File: src/sv/clkse_pkg.sv
package clkse_pkg;

	localparam int YearW = 7;
	localparam int MonthW = 4;
	localparam int DayW = 5;
	localparam int HourW = 5;
	localparam int MinuteW = 6;
	localparam int SecondW = 6;
	localparam int CursorW = 3;
	localparam int CfgIdxW = 1;
	localparam int CfgDataW = 7;

	// operation codes
	localparam logic [1:0] OP_LOAD = 2'd0;
	localparam logic [1:0] OP_NEXT = 2'd1;
	localparam logic [1:0] OP_INC = 2'd2;
	localparam logic [1:0] OP_DEC = 2'd3;

	// cursor positions
	localparam logic [CursorW-1:0] FLD_YEAR = 3'd0;
	localparam logic [CursorW-1:0] FLD_MONTH = 3'd1;
	localparam logic [CursorW-1:0] FLD_DAY = 3'd2;
	localparam logic [CursorW-1:0] FLD_HOUR = 3'd3;
	localparam logic [CursorW-1:0] FLD_MINUTE = 3'd4;
	localparam logic [CursorW-1:0] FLD_SECOND = 3'd5;

	// configuration register indexes
	localparam logic [CfgIdxW-1:0] CFG_YEAR_FLOOR = 1'b0;
	localparam logic [CfgIdxW-1:0] CFG_YEAR_CEILING = 1'b1;

	localparam logic [YearW-1:0] YEAR_CEILING_RST = 7'd99;

	typedef struct packed {
		logic [1:0] op;
		logic pressed;
		logic long_press;
		logic first_repeat;
		logic clicked;
		logic [YearW-1:0] load_year;
		logic [MonthW-1:0] load_month;
		logic [DayW-1:0] load_day;
		logic [HourW-1:0] load_hour;
		logic [MinuteW-1:0] load_minute;
		logic [SecondW-1:0] load_second;
	} in_item_t;

	typedef struct packed {
		logic [CursorW-1:0] cursor;
		logic [YearW-1:0] year_out;
		logic [MonthW-1:0] month_out;
		logic [DayW-1:0] day_out;
		logic [HourW-1:0] hour_out;
		logic [MinuteW-1:0] minute_out;
		logic [SecondW-1:0] second_out;
		logic commit;
		logic exit_request;
		logic changed;
	} out_item_t;

	typedef struct packed {
		logic [CursorW-1:0] cursor;
		logic [YearW-1:0] year;
		logic [MonthW-1:0] month;
		logic [DayW-1:0] day;
		logic [HourW-1:0] hour;
		logic [MinuteW-1:0] minute;
		logic [SecondW-1:0] second;
		logic exit_pending;
	} edit_state_t;

	// remainder by ten through a reciprocal multiply, exact for 8-bit values
	function automatic logic [3:0] mod10(input logic [7:0] x);
		logic [15:0] prod;
		logic [4:0] quo;
		logic [7:0] rem;
		prod = {8'd0, x} * 16'd205;
		quo = prod[15:11];
		rem = x - ({3'd0, quo} * 8'd10);
		return rem[3:0];
	endfunction

	function automatic logic [6:0] floor10(input logic [6:0] x);
		return x - {3'd0, mod10({1'b0, x})};
	endfunction

	// year offset counts from 2000, so only offset 100 breaks the four-year rule
	function automatic logic [DayW-1:0] month_days(input logic [YearW-1:0] yoff,
			input logic [MonthW-1:0] mon);
		logic leap;
		logic [DayW-1:0] d;
		leap = (yoff[1:0] == 2'd0) && (yoff != 7'd100);
		case (mon)
			4'd2: d = leap ? 5'd29 : 5'd28;
			4'd4, 4'd6, 4'd9, 4'd11: d = 5'd30;
			default: d = 5'd31;
		endcase
		return d;
	endfunction

endpackage

File: src/sv/clkse_update.sv
module clkse_update (
	input clkse_pkg::edit_state_t st,
	input clkse_pkg::in_item_t item,
	input logic [clkse_pkg::YearW-1:0] year_floor,
	input logic [clkse_pkg::YearW-1:0] year_ceiling,
	output clkse_pkg::edit_state_t nxt,
	output clkse_pkg::out_item_t res
);
	import clkse_pkg::*;

	logic commit;
	logic exit_req;
	logic changed;
	logic [6:0] cur_v;
	logic [6:0] lo;
	logic [6:0] hi;
	logic signed [8:0] t_inc;
	logic signed [8:0] t_dec;
	logic signed [8:0] t_new;
	logic [DayW-1:0] month_end;
	logic is_min;
	logic is_sec;

	assign month_end = month_days(st.year, st.month);
	assign is_min = (st.cursor == FLD_MINUTE);
	assign is_sec = (st.cursor == FLD_SECOND);

	always_comb begin
		case (st.cursor)
			FLD_YEAR: begin
				cur_v = st.year;
				lo = year_floor;
				hi = year_ceiling;
			end
			FLD_MONTH: begin
				cur_v = {3'd0, st.month};
				lo = 7'd1;
				hi = 7'd12;
			end
			FLD_DAY: begin
				cur_v = {2'd0, st.day};
				lo = 7'd1;
				hi = {2'd0, month_end};
			end
			FLD_HOUR: begin
				cur_v = {2'd0, st.hour};
				lo = 7'd0;
				hi = 7'd23;
			end
			FLD_MINUTE: begin
				cur_v = {1'b0, st.minute};
				lo = 7'd0;
				hi = 7'd59;
			end
			default: begin
				cur_v = {1'b0, st.second};
				lo = 7'd0;
				hi = 7'd59;
			end
		endcase
	end

	always_comb begin
		t_inc = $signed({2'b00, cur_v}) + 9'sd1;
		if (is_min && item.long_press && mod10(t_inc[7:0]) == 4'd1) begin
			t_inc = t_inc + 9'sd9;
		end
		if (is_sec) begin
			t_inc = t_inc + 9'sd9;
		end
		if (t_inc > $signed({2'b00, hi})) begin
			t_inc = $signed({2'b00, lo});
		end

		t_dec = $signed({2'b00, cur_v}) - 9'sd1;
		// a result of minus one must not count as ending in nine
		if (is_min && item.long_press && !t_dec[8] && mod10(t_dec[7:0]) == 4'd9) begin
			t_dec = t_dec - 9'sd9;
		end
		if (is_sec) begin
			t_dec = t_dec - 9'sd9;
		end
		if (t_dec < $signed({2'b00, lo})) begin
			t_dec = $signed({2'b00, hi});
		end
		if (is_sec && t_dec == $signed({2'b00, hi})) begin
			t_dec = $signed({2'b00, floor10(hi)});
		end

		t_new = (item.op == OP_INC) ? t_inc : t_dec;
	end

	always_comb begin
		nxt = st;
		commit = 1'b0;
		exit_req = 1'b0;
		changed = 1'b0;
		if (item.op == OP_LOAD) begin
			nxt.cursor = FLD_YEAR;
			nxt.year = item.load_year;
			nxt.month = item.load_month;
			nxt.day = item.load_day;
			nxt.hour = item.load_hour;
			nxt.minute = item.load_minute;
			nxt.second = SecondW'(floor10({1'b0, item.load_second}));
			changed = 1'b1;
		end else if (st.exit_pending) begin
			if (item.op == OP_NEXT && item.clicked) begin
				nxt.exit_pending = 1'b0;
				exit_req = 1'b1;
			end
		end else if (item.op == OP_NEXT) begin
			if (item.pressed) begin
				if (item.long_press) begin
					exit_req = item.first_repeat;
				end else if (st.cursor >= FLD_SECOND) begin
					commit = 1'b1;
					nxt.exit_pending = 1'b1;
				end else begin
					nxt.cursor = st.cursor + 3'd1;
					if (st.cursor == FLD_MONTH && st.day > month_end) begin
						nxt.day = month_end;
					end
					changed = 1'b1;
				end
			end
		end else if (item.pressed && st.cursor <= FLD_SECOND) begin
			case (st.cursor)
				FLD_YEAR: nxt.year = t_new[YearW-1:0];
				FLD_MONTH: nxt.month = t_new[MonthW-1:0];
				FLD_DAY: nxt.day = t_new[DayW-1:0];
				FLD_HOUR: nxt.hour = t_new[HourW-1:0];
				FLD_MINUTE: nxt.minute = t_new[MinuteW-1:0];
				default: nxt.second = t_new[SecondW-1:0];
			endcase
			changed = 1'b1;
		end
	end

	always_comb begin
		res.cursor = nxt.cursor;
		res.year_out = nxt.year;
		res.month_out = nxt.month;
		res.day_out = nxt.day;
		res.hour_out = nxt.hour;
		res.minute_out = nxt.minute;
		res.second_out = nxt.second;
		res.commit = commit;
		res.exit_request = exit_req;
		res.changed = changed;
	end

endmodule

File: src/sv/clock_set_field_editor.sv
// Clock-setting editor for a three-button clock. Every accepted item (load, next,
// increment or decrement event) yields exactly one result carrying the cursor, all six
// edited fields and the commit, exit_request and changed flags. An item is captured in
// an input register and updates the edit state as its result enters the output
// register; one item can be accepted every cycle while results are taken; a result
// held by out_stall lets one more item into the input register, after which in_stall
// rises until the result leaves. year_floor and year_ceiling bound the year field;
// the user must write them only while idle; the block does not enforce it.
module clock_set_field_editor (
	input logic clk,
	input logic arst_n,
	input logic in_valid,
	output logic in_stall,
	input clkse_pkg::in_item_t in_data,
	output logic out_valid,
	input logic out_stall,
	output clkse_pkg::out_item_t out_data,
	input logic cfg_we,
	input logic [clkse_pkg::CfgIdxW-1:0] cfg_index,
	input logic [clkse_pkg::CfgDataW-1:0] cfg_data
);
	import clkse_pkg::*;

	logic valid_s1;
	in_item_t item_s1;
	logic out_valid_q;
	out_item_t out_data_q;
	logic [YearW-1:0] year_floor_q;
	logic [YearW-1:0] year_ceiling_q;
	edit_state_t state_q;
	edit_state_t state_nxt;
	out_item_t res;
	logic adv;
	logic in_acc;

	// item in the input register moves on when the output register is free
	assign adv = valid_s1 && (!out_valid_q || !out_stall);
	assign in_stall = valid_s1 && !adv;
	assign in_acc = in_valid && !in_stall;
	assign out_valid = out_valid_q;
	assign out_data = out_data_q;

	clkse_update u_update (
		.st(state_q),
		.item(item_s1),
		.year_floor(year_floor_q),
		.year_ceiling(year_ceiling_q),
		.nxt(state_nxt),
		.res(res)
	);

	always_ff @(posedge clk or negedge arst_n) begin
		if (!arst_n) begin
			year_floor_q <= '0;
			year_ceiling_q <= YEAR_CEILING_RST;
		end else if (cfg_we) begin
			case (cfg_index)
				CFG_YEAR_FLOOR: year_floor_q <= cfg_data[YearW-1:0];
				CFG_YEAR_CEILING: year_ceiling_q <= cfg_data[YearW-1:0];
				default: ;
			endcase
		end
	end

	always_ff @(posedge clk or negedge arst_n) begin
		if (!arst_n) begin
			valid_s1 <= 1'b0;
		end else if (in_acc) begin
			valid_s1 <= 1'b1;
		end else if (adv) begin
			valid_s1 <= 1'b0;
		end
	end

	always_ff @(posedge clk) begin
		if (in_acc) begin
			item_s1 <= in_data;
		end
	end

	always_ff @(posedge clk or negedge arst_n) begin
		if (!arst_n) begin
			state_q.cursor <= FLD_YEAR;
			state_q.year <= '0;
			state_q.month <= MonthW'(1);
			state_q.day <= DayW'(1);
			state_q.hour <= '0;
			state_q.minute <= '0;
			state_q.second <= '0;
			state_q.exit_pending <= 1'b0;
		end else if (adv) begin
			state_q <= state_nxt;
		end
	end

	always_ff @(posedge clk or negedge arst_n) begin
		if (!arst_n) begin
			out_valid_q <= 1'b0;
		end else if (adv) begin
			out_valid_q <= 1'b1;
		end else if (!out_stall) begin
			out_valid_q <= 1'b0;
		end
	end

	always_ff @(posedge clk) begin
		if (adv) begin
			out_data_q <= res;
		end
	end

`ifndef SYNTHESIS
	a_cursor_range: assert property (@(posedge clk) disable iff (!arst_n)
		out_valid |-> out_data.cursor <= FLD_SECOND)
		else $error("cursor beyond seconds field");

	a_commit_at_seconds: assert property (@(posedge clk) disable iff (!arst_n)
		(out_valid && out_data.commit) |-> (out_data.cursor == FLD_SECOND &&
			!out_data.exit_request && !out_data.changed))
		else $error("commit raised away from seconds field");

	a_commit_arms_exit: assert property (@(posedge clk) disable iff (!arst_n)
		(adv && res.commit) |=> state_q.exit_pending)
		else $error("commit did not arm pending exit");

	a_seconds_tens: assert property (@(posedge clk) disable iff (!arst_n)
		out_valid |-> mod10({2'd0, out_data.second_out}) == 4'd0)
		else $error("seconds not a multiple of ten");

	a_pending_blocks_edit: assert property (@(posedge clk) disable iff (!arst_n)
		(adv && state_q.exit_pending && item_s1.op != OP_LOAD) |=>
			(state_q.cursor == $past(state_q.cursor) && state_q.second == $past(state_q.second)))
		else $error("field changed while exit pending");
`endif

endmodule

File: config.mk
export PLATFORM = sky130hd
export DESIGN_NAME = clock_set_field_editor
export DESIGN_NICKNAME = d
export VERILOG_FILES = /design/src/sv/clkse_pkg.sv /design/src/sv/clkse_update.sv /design/src/sv/clock_set_field_editor.sv
export SDC_FILE = /design/constraint.sdc
export NUM_CORES = 1
export LEC_CHECK = 0
export ABC_AREA = 1
export BUFFER_PORTS_ARGS = -buffer_cell sky130_fd_sc_hd__buf_2
export CAP_MARGIN = 20
export CORE_UTILIZATION = 50
export CTS_BUF_LIST = sky130_fd_sc_hd__clkbuf_16
export DETAILED_ROUTE_END_ITERATION = 8
export MAX_ROUTING_LAYER = met4
export PLACE_DENSITY = 0.68
export REMOVE_ABC_BUFFERS = 1
export SLEW_MARGIN = 10
export SYNTH_ARGS = -nofsm -noshare
export SYNTH_HDL_FRONTEND = slang
export SYNTH_SLANG_ARGS = --single-unit
File: constraint.sdc
create_clock -name clk -period 12.4 [get_ports clk]
set_input_delay 0.62 -clock clk [delete_from_list [all_inputs] [get_ports clk]]
set_output_delay 0.62 -clock clk [all_outputs]
set_load 0.02 [all_outputs]
=== Yosys cells after proc, flatten, opt, wreduce, memory -nomap -nowiden ===
Cells that the tools add are included.
W data, S select, Z words.

* Add/subtract/negate cells: 13
* Multipliers: 8
* Magnitude comparators: 5
* Eq/ne operators: 17
* Multiplexer cells: 54
* Bitwise operators: 2
* Reductions and logical operators: 29

{| class="wikitable"
|+ Operator list
! cell !! count
|-
| $mux W36 || 2
|-
| $mux W9 || 5
|-
| $mux W5 || 7
|-
| $pmux W7 S5 || 1
|-
| $mux W33 || 1
|-
| $mul A8 B8 Y16 const B || 2
|-
| $mux W7 || 4
|-
| $pmux W7 S4 || 1
|-
| $mux W1 || 22
|-
| $mux W17 || 1
|-
| $sub A4 B4 Y4 || 4
|-
| $mul A7 B8 Y15 const B || 1
|-
| $mul A6 B8 Y14 const B || 1
|-
| $pmux W7 S2 || 1
|-
| $eq A4 B4 Y1 const B || 3
|-
| $logic_and A1 B1 Y1 || 12
|-
| $mux W3 || 4
|-
| $mux W6 || 2
|-
| $mux W11 || 1
|-
| $mul A5 B3 Y3 const B || 2
|-
| $pmux W5 S2 || 1
|-
| $add A8 B4 Y9 const B || 1
|-
| $add A9 B5 Y9 const B || 1
|-
| $eq A9 B8 Y1 || 1
|-
| 35 further kinds || 47
|}

* Bits in registers: 131
* Word-level logic and storage cells: 161

=== Depth between registers and ports, before layout ===
Gate-level depths: netlist of run 1.

* Depth in word-level cells: 22
* Mapped depth: 77

=== Cells and area by module ===
From an unflattened synthesis of run 1, not the netlist that was laid out.

* Cell total of the unflattened synthesis: 1496
* Area, all modules: 12295.5 um^2

{| class="wikitable"
|+ Modules (own cells, without submodules)
! module !! times used !! cells each !! area each (um^2) !! sequential area each (um^2)
|-
| clkse_update || 1 || 1183 || 7832.5 || 0.0
|-
| clock_set_field_editor || 1 || 313 || 4463.0 || 3676.0
|}

=== Worst setup path after synthesis of run 1 ===
Ideal clock, no wire load.

* Kind: reg2reg
* From: register state_q[35] in the netlist's numbering
* To: register out_data_q, in the netlist out_data[3], data pin
* Library setup time: 0.259 ns
* Data arrival time: 10.138 ns
* Data required time: 12.141 ns
* Path slack: 2.003 ns
* Stages on the path, launching flop included: 68
* Clock period less this slack: 10.397 ns
* Cells stage by stage: dfrtp_1 inv_1 ha_1 buf_2 nor2_2 nand3_4 clkinv_4 nor2_1 nand2_1 nand2_1 buf_2 ha_1 nand2_2 nor2_1 nand3_1 xor2_1 inv_1 ha_1 [32 not listed] o221ai_1 nand3_1 nand2_1 a2111oi_0 ha_1 clkinv_1 o21ai_0 o21ai_0 inv_1 nand2_1 nor2_1 nand3_1 nor2_1 nand2_1 nand3_1 nand2_1 o21ai_0 inv_1

{| class="wikitable"
|+ RTL lines
! what !! RTL line !! text
|-
| start, declared || clock_set_field_editor.sv:30 || <nowiki>edit_state_t state_q;</nowiki>
|-
| start signal, assigned || clock_set_field_editor.sv:92 || <nowiki>state_q <= state_nxt;</nowiki>
|-
| end signal, assigned || clock_set_field_editor.sv:108 || <nowiki>out_data_q <= res;</nowiki>
|-
| end, declared || clock_set_field_editor.sv:27 || <nowiki>out_item_t out_data_q;</nowiki>
|}

==> results of run 1 <==
worst max-delay path, delay by kind of cell, from the launching register on:
| family | cells | cell delay [ns] |
|---|---|---|
| AND/OR/NAND/NOR | 30 | 3.28 |
| flip-flops | 1 | 0.44 |
| XOR/XNOR | 4 | 0.85 |
| AO/OA/AOI/OAI | 10 | 1.82 |
| buffers and inverters | 9 | 0.86 |
| adder cells (fa/ha/maj) | 12 | 3.98 |
cells by family after synthesis:
family          Yosys count  synth area share (%)
simple gates            594                  21.8
fa+ha+maj               209                  24.9
mux                       1                0.0962
flops                   131                  31.4
buf+inv                 255                  8.49
xor+xnor                 53                  4.03
compound gates          184                  9.29
placed cells by master, fill, tap and decap left out, types with 40 or more instances in the layout:
| cell | instances |
|---|---|
| fa_1 | 40 |
| inv_1 | 226 |
| edfxtp_1 | 78 |
| a21oi_1 | 54 |
| nand3_1 | 82 |
| dfrtp_1 | 46 |
| ha_1 | 165 |
| buf_2 | 92 |
| nor2_1 | 91 |
| nand2_1 | 346 |
| o21ai_0 | 56 |
metrics by stage:
stage | cell area [um2] | util (%) | hold slack, ns
after global placement | 12500 | 54.9 | 0.465
after detailed placement | 12500 | 54.9 | 0.469
after CTS | 13100 | 57.4 | 0.354
after floorplan | 11600 | - | 0.324
after global routing | 13200 | 58.1 | 0.358
final | 13200 | 58.1 | 0.328
timing repair:
action | in CTS | in global routing
endpoints found under the setup margin | 0 | 60
setup buffers | 0 | 9
gates resized for setup | 0 | 22
flip-flops by register name, indices dropped and copies added (netlist names):
signal and count:
item_s1 39, out_data 39, out_valid 1, state_q 37, valid_s1 1, year_ceiling_q 7
year_floor_q 7
final timing paths:
check / end / slack (ns) / cells past startpoint
setup / recovery: out_data[22]$_DFFE_PP_ / 1.01 / 65
hold reg to reg: state_q[17]$_DFFE_PN0P_ / 0.48 / 2
hold / removal: valid_s1$_DFFE_PN0P_ / 0.33 / 2
max in group asynchronous: state_q[36]$_DFFE_PN0P_ / 11.55 / 2
min in group clk: item_s1[3]$_DFFE_PP_ / 0.37 / 1
setup reg to reg: out_data[22]$_DFFE_PP_ / 1.01 / 65
layer usage:
metal	vias up	wire length [um]
met3	28	1740
met2	281	14000
li1	4889	-
met5	-	0
met4	0	398
met1	4718	13700
area by class of cell:
type                       instances  area (um2)
fill                            2137        9550
multi-input combinational       1041        7120
sequential                       131        3680
inverter                         231         878
timing repair buffer             109         588
clock buffer                      17         425
tap                              313         392
clock inverter                    15         141
==> flow_metrics.py, run 1 <==
metrics = {
    "setup_path": {
        "crit_path_start_kind": "flip-flop",
        "path_max_fanout": 10,
        "setup.worst_path.end_class": "flip-flop",
        "required_ns": 12.66,
        "cp_common_cell": "nand2_1",
        "critPathSlowestCell": "fa_1",
        "r2r_start": "state_q[34]$_DFFE_PN0P_",
        "cpPeakStageDelay_ns": 0.56,
        "arrival_ns": 11.65,
        "worstSetupStartpoint": "state_q[34]$_DFFE_PN0P_",
        "critPathKind": "reg2reg",
    },
    "floorplan": {
        "io-pin-count": 93,
        "die_x_um": 155,
        "die-area_um2": 24000,
        "coreArea_um2": 22800,
        "rows": 55,
        "die_height_um": 155,
        "initial_utilization_pct": 51.4,
    },
    "global_route": {
        "grt_use_met2_pct": 40.9,
        "grt_max_degree": 54,
        "antenna_found_initial": 0,
        "grt_use_met3_pct": 4.35,
        "grt_pass1_vias": 9281,
        "grt_pass1_wl_mm": 47.2,
        "busiest_layer": "met2",
        "met1_usage_pct": 35.3,
        "grt_overflow": 0,
        "grt.total_usage_pct": 26.0,
    },
    "synth": {
        "syn_area_um2": 11700,
        "yosys.area.top_type": "edfxtp_1",
        "synth_seq_area_share_pct": 31.4,
        "synth.distinct_cells": 56,
        "synth_top_area_share_pct": 20.0,
        "synth-main-ff-cell": "edfxtp_1",
        "synthArstFlopShare_pct": 40.5,
        "avgSynthCellArea_um2": 8.20,
        "ys_seq_elements": 131,
        "synth.most_common_cell": "nand2_1",
        "synthTopCellsByArea": "edfxtp_1 20%, ha_1 18%, nand2_1 11%",
        "yosys-top-cells-count": "348 x nand2_1, 225 x inv_1, 169 x ha_1, 94 x nor2_1, 83 x nand3_1",
        "yosys_warnings": 0,
        "synthCells": 1427,
        "synth_edf_count": 78,
    },
    "clocking": {
        "cts_max_level": 4,
        "postCtsHoldBufs": 0,
        "clock_sinks": 131,
        "cts_tree": "yes",
        "clk_pin_slew_ns": 0.06,
        "clk_path_buf_depth": 2,
        "clk_latency_ns": 0.42,
        "cts_buffers": 17,
        "cts-root-buf": "clkbuf_16",
    },
    "layout": {
        "area_delta_synth_final_pct": 13.0,
        "fin_cells": 1857,
        "final_nets": 1792,
        "final_layout_size_suffix_gt1_share_pct": 13.4,
        "antenna_cells": 0,
    },
    "drt": {
        "first_iter_violations": 771,
        "ant_nets": 0,
        "vias_per_cell": 5.34,
        "vias": 9916,
        "wl_mm": 29.8,
        "wl_per_cell_um": 16.1,
        "route.detailed.drc": 0,
        "drt_first_pass_iters": 8,
    },
    "worst_hold_path": {
        "min_path_type": "in2async",
    },
    "sta": {
        "fin_worst_skew_ns": 0.00610,
        "fin_crit_sh_pct": 91.9,
        "hold_viol": 0,
        "maxSlewViolCount": 0,
        "max_freq_mhz": 87.8,
        "final.setup.worst_slack_ns": 1.01,
        "setup_violations": 0,
        "slew_headroom_pct": 33.4,
        "setup_tns_ns": 0,
        "min_period_ns": 11.39,
        "worst_pin_slew_ns": 0.974,
    },
    "placed_design": {
        "gp_congestion": 1.04,
        "io_buffers": 92,
        "dp_hpwl_mm": 23.2,
        "dp_cells": 1816,
        "place_ws_ns": 0.487,
    },
    "outcome": {
        "outcome": "completed",
    },
    "job": {
        "cap_violations": 0,
    },
}
Power of run 1 is not shown: default switching activity piles up to over one toggle a cycle in this logic, so the estimate is an artifact.
==> run 2, diff against run 1 <==
Settings changed: CORE_UTILIZATION 50 to 60, PLACE_DENSITY 0.68 to 0.8.
==> run 2 against run 1 <==
Net effect: count of clock-buffer cells in the layout did not move; maximum frequency fell by 1.5%; first-iteration DRC count up 16%; design area is 0.73% lower.
==> flow_metrics.py, run 2 (same netlist as run 1, synthesis figures left out) <==
metrics = {
    "layout": {
        "antenna_cells": 0,
        "layout_commonest_cell": "nand2_1",
        "area_delta_synth_final_pct": 12.2,
        "final_cell_mix": "348 x nand2_1, 228 x inv_1, 168 x ha_1",
        "final_layout_size_suffix_gt1_share_pct": 12.9,
        "final_nets": 1793,
        "stdcell_area_um2": 13100,
        "fin_util_pct": 69.5,
        "fillers": 1543,
        "top_regs": "item_s1 (39), out_data (39), state_q (37)",
    },
    "setup_path": {
        "critPathBufInv": 10,
        "path_max_fanout": 12,
        "reg2reg_slack_ns": 0.84,
        "cp_top_family": "adder cells",
        "cp_common_cell": "nand2_1",
        "cp.depth": 64,
        "timing.rr.end": "out_data[3]$_DFFE_PP_",
        "crit_path_start_kind": "flip-flop",
        "ff2ff_path_depth": 64,
        "setup.worst_path.end_class": "flip-flop",
        "arrival_ns": 11.74,
        "r2r_start": "state_q[36]$_DFFE_PN0P_",
        "cpPeakStageDelay_ns": 0.54,
        "critPathSlowestCell": "fa_1",
        "required_ns": 12.58,
        "critPathKind": "reg2reg",
    },
    "clocking": {
        "postCtsHoldBufs": 0,
        "cts_tree": "yes",
        "clk_pin_slew_ns": 0.06,
        "cts-root-buf": "clkbuf_16",
        "clk_latency_ns": 0.43,
        "clock_sinks": 131,
        "cts_buffers": 17,
        "clk_path_buf_depth": 2,
        "cts_max_level": 4,
    },
    "sta": {
        "max_freq_mhz": 86.5,
        "fin_crit_sh_pct": 93.3,
        "min_period_ns": 11.56,
        "fin_worst_skew_ns": 0.00999,
        "slew_headroom_pct": 43.3,
        "maxSlewViolCount": 0,
        "setup_tns_ns": 0,
        "setup_violations": 0,
        "worst_pin_slew_ns": 0.829,
        "hold_viol": 0,
        "final.setup.worst_slack_ns": 0.837,
    },
    "placed_design": {
        "dp_hpwl_mm": 23.1,
        "place_area_um2": 12400,
        "io_buffers": 92,
        "place_ws_ns": 0.591,
        "gp_congestion": 1.04,
    },
    "floorplan": {
        "io-pin-count": 93,
        "coreArea_um2": 18900,
        "die_height_um": 142,
        "rows": 50,
        "die_x_um": 142,
        "die-area_um2": 20100,
        "initial_utilization_pct": 62.0,
    },
    "global_route": {
        "antenna_found_initial": 0,
        "grt_overflow": 0,
        "grt_max_degree": 54,
        "grt.total_usage_pct": 32.2,
        "grt_pass1_vias": 9678,
        "grt_pass1_wl_mm": 48.5,
    },
    "drt": {
        "wl_per_cell_um": 16.8,
        "vias": 10200,
        "wl_mm": 30.3,
        "ant_nets": 0,
        "drt_first_pass_iters": 8,
        "first_iter_violations": 893,
        "vias_per_cell": 5.66,
        "route.detailed.drc": 0,
    },
    "job": {
        "cap_violations": 0,
    },
    "worst_hold_path": {
        "min_path_type": "in2async",
    },
    "outcome": {
        "outcome": "completed",
    },
}
-- run 2: changes by cell type in the layout (fill, tap and decap cells not counted), moves of 2 or more --
cell | previous run | this run
ha_4 | 2 | 0
inv_1 | 226 | 228
ha_1 | 165 | 168
nand2_2 | 16 | 14
clkinv_1 | 5 | 3
nand2_1 | 346 | 348
-- run 2: through the flow --
stage	std cells	hold slack, ns
final	1805	0.343
after global routing	1805	0.354
after CTS	1795	0.351
after detailed placement	1763	0.468
after global placement	1763	0.462
after floorplan	1403	0.324
-- run 2: timing repair --
item,CTS,global route
gates resized for setup,0,6
setup endpoints to repair,0,60
buffers inserted,0,9
-- run 2: how the worst max path moves through the flow --
stage                                          to  slack [ns]                     from
final                       out_data[3]$_DFFE_PP_        0.84  state_q[36]$_DFFE_PN0P_
after global placement     out_data[12]$_DFFE_PP_        1.02  state_q[35]$_DFFE_PN0P_
after global routing        out_data[3]$_DFFE_PP_       -0.07  state_q[36]$_DFFE_PN0P_
after detailed placement   out_data[12]$_DFFE_PP_        0.59  state_q[35]$_DFFE_PN0P_
after CTS                   out_data[3]$_DFFE_PP_        0.48  state_q[35]$_DFFE_PN0P_
after floorplan           state_q[27]$_DFFE_PN0P_        1.62  state_q[35]$_DFFE_PN0P_
-- run 2: layout make-up --
class,instances,area (um2),share of cell area (%)
timing repair buffer,110,592,4.51
multi-input combinational,1041,7070,53.8
inverter,231,876,6.67
tap,260,325,2.48
clock buffer,17,425,3.24
clock inverter,15,166,1.27
sequential,131,3680,28.0
-- run 2: per-layer routing --
layer  vias to the layer above  GRT usage (%)  wire length [um]
met4                         0           9.11               639
met5                         -              -                 0
met3                        69           4.66              2180
met1                      4781           42.0             13000
li1                       4886              -                 -
met2                       478           52.3             14400
-- run 2: worst register-to-register path, delay by kind of cell, from the launching register on --
family / cells / cell delay [ns]
adders and majority gates: 12 / 3.95
and+or+nand+nor: 29 / 3.29
AOI/OAI and AO/OA: 9 / 1.76
buffers and inverters: 10 / 1.02
xor gates and xnor gates: 4 / 0.81
DFF: 1 / 0.48
Power of run 2 is left out for the same reason.
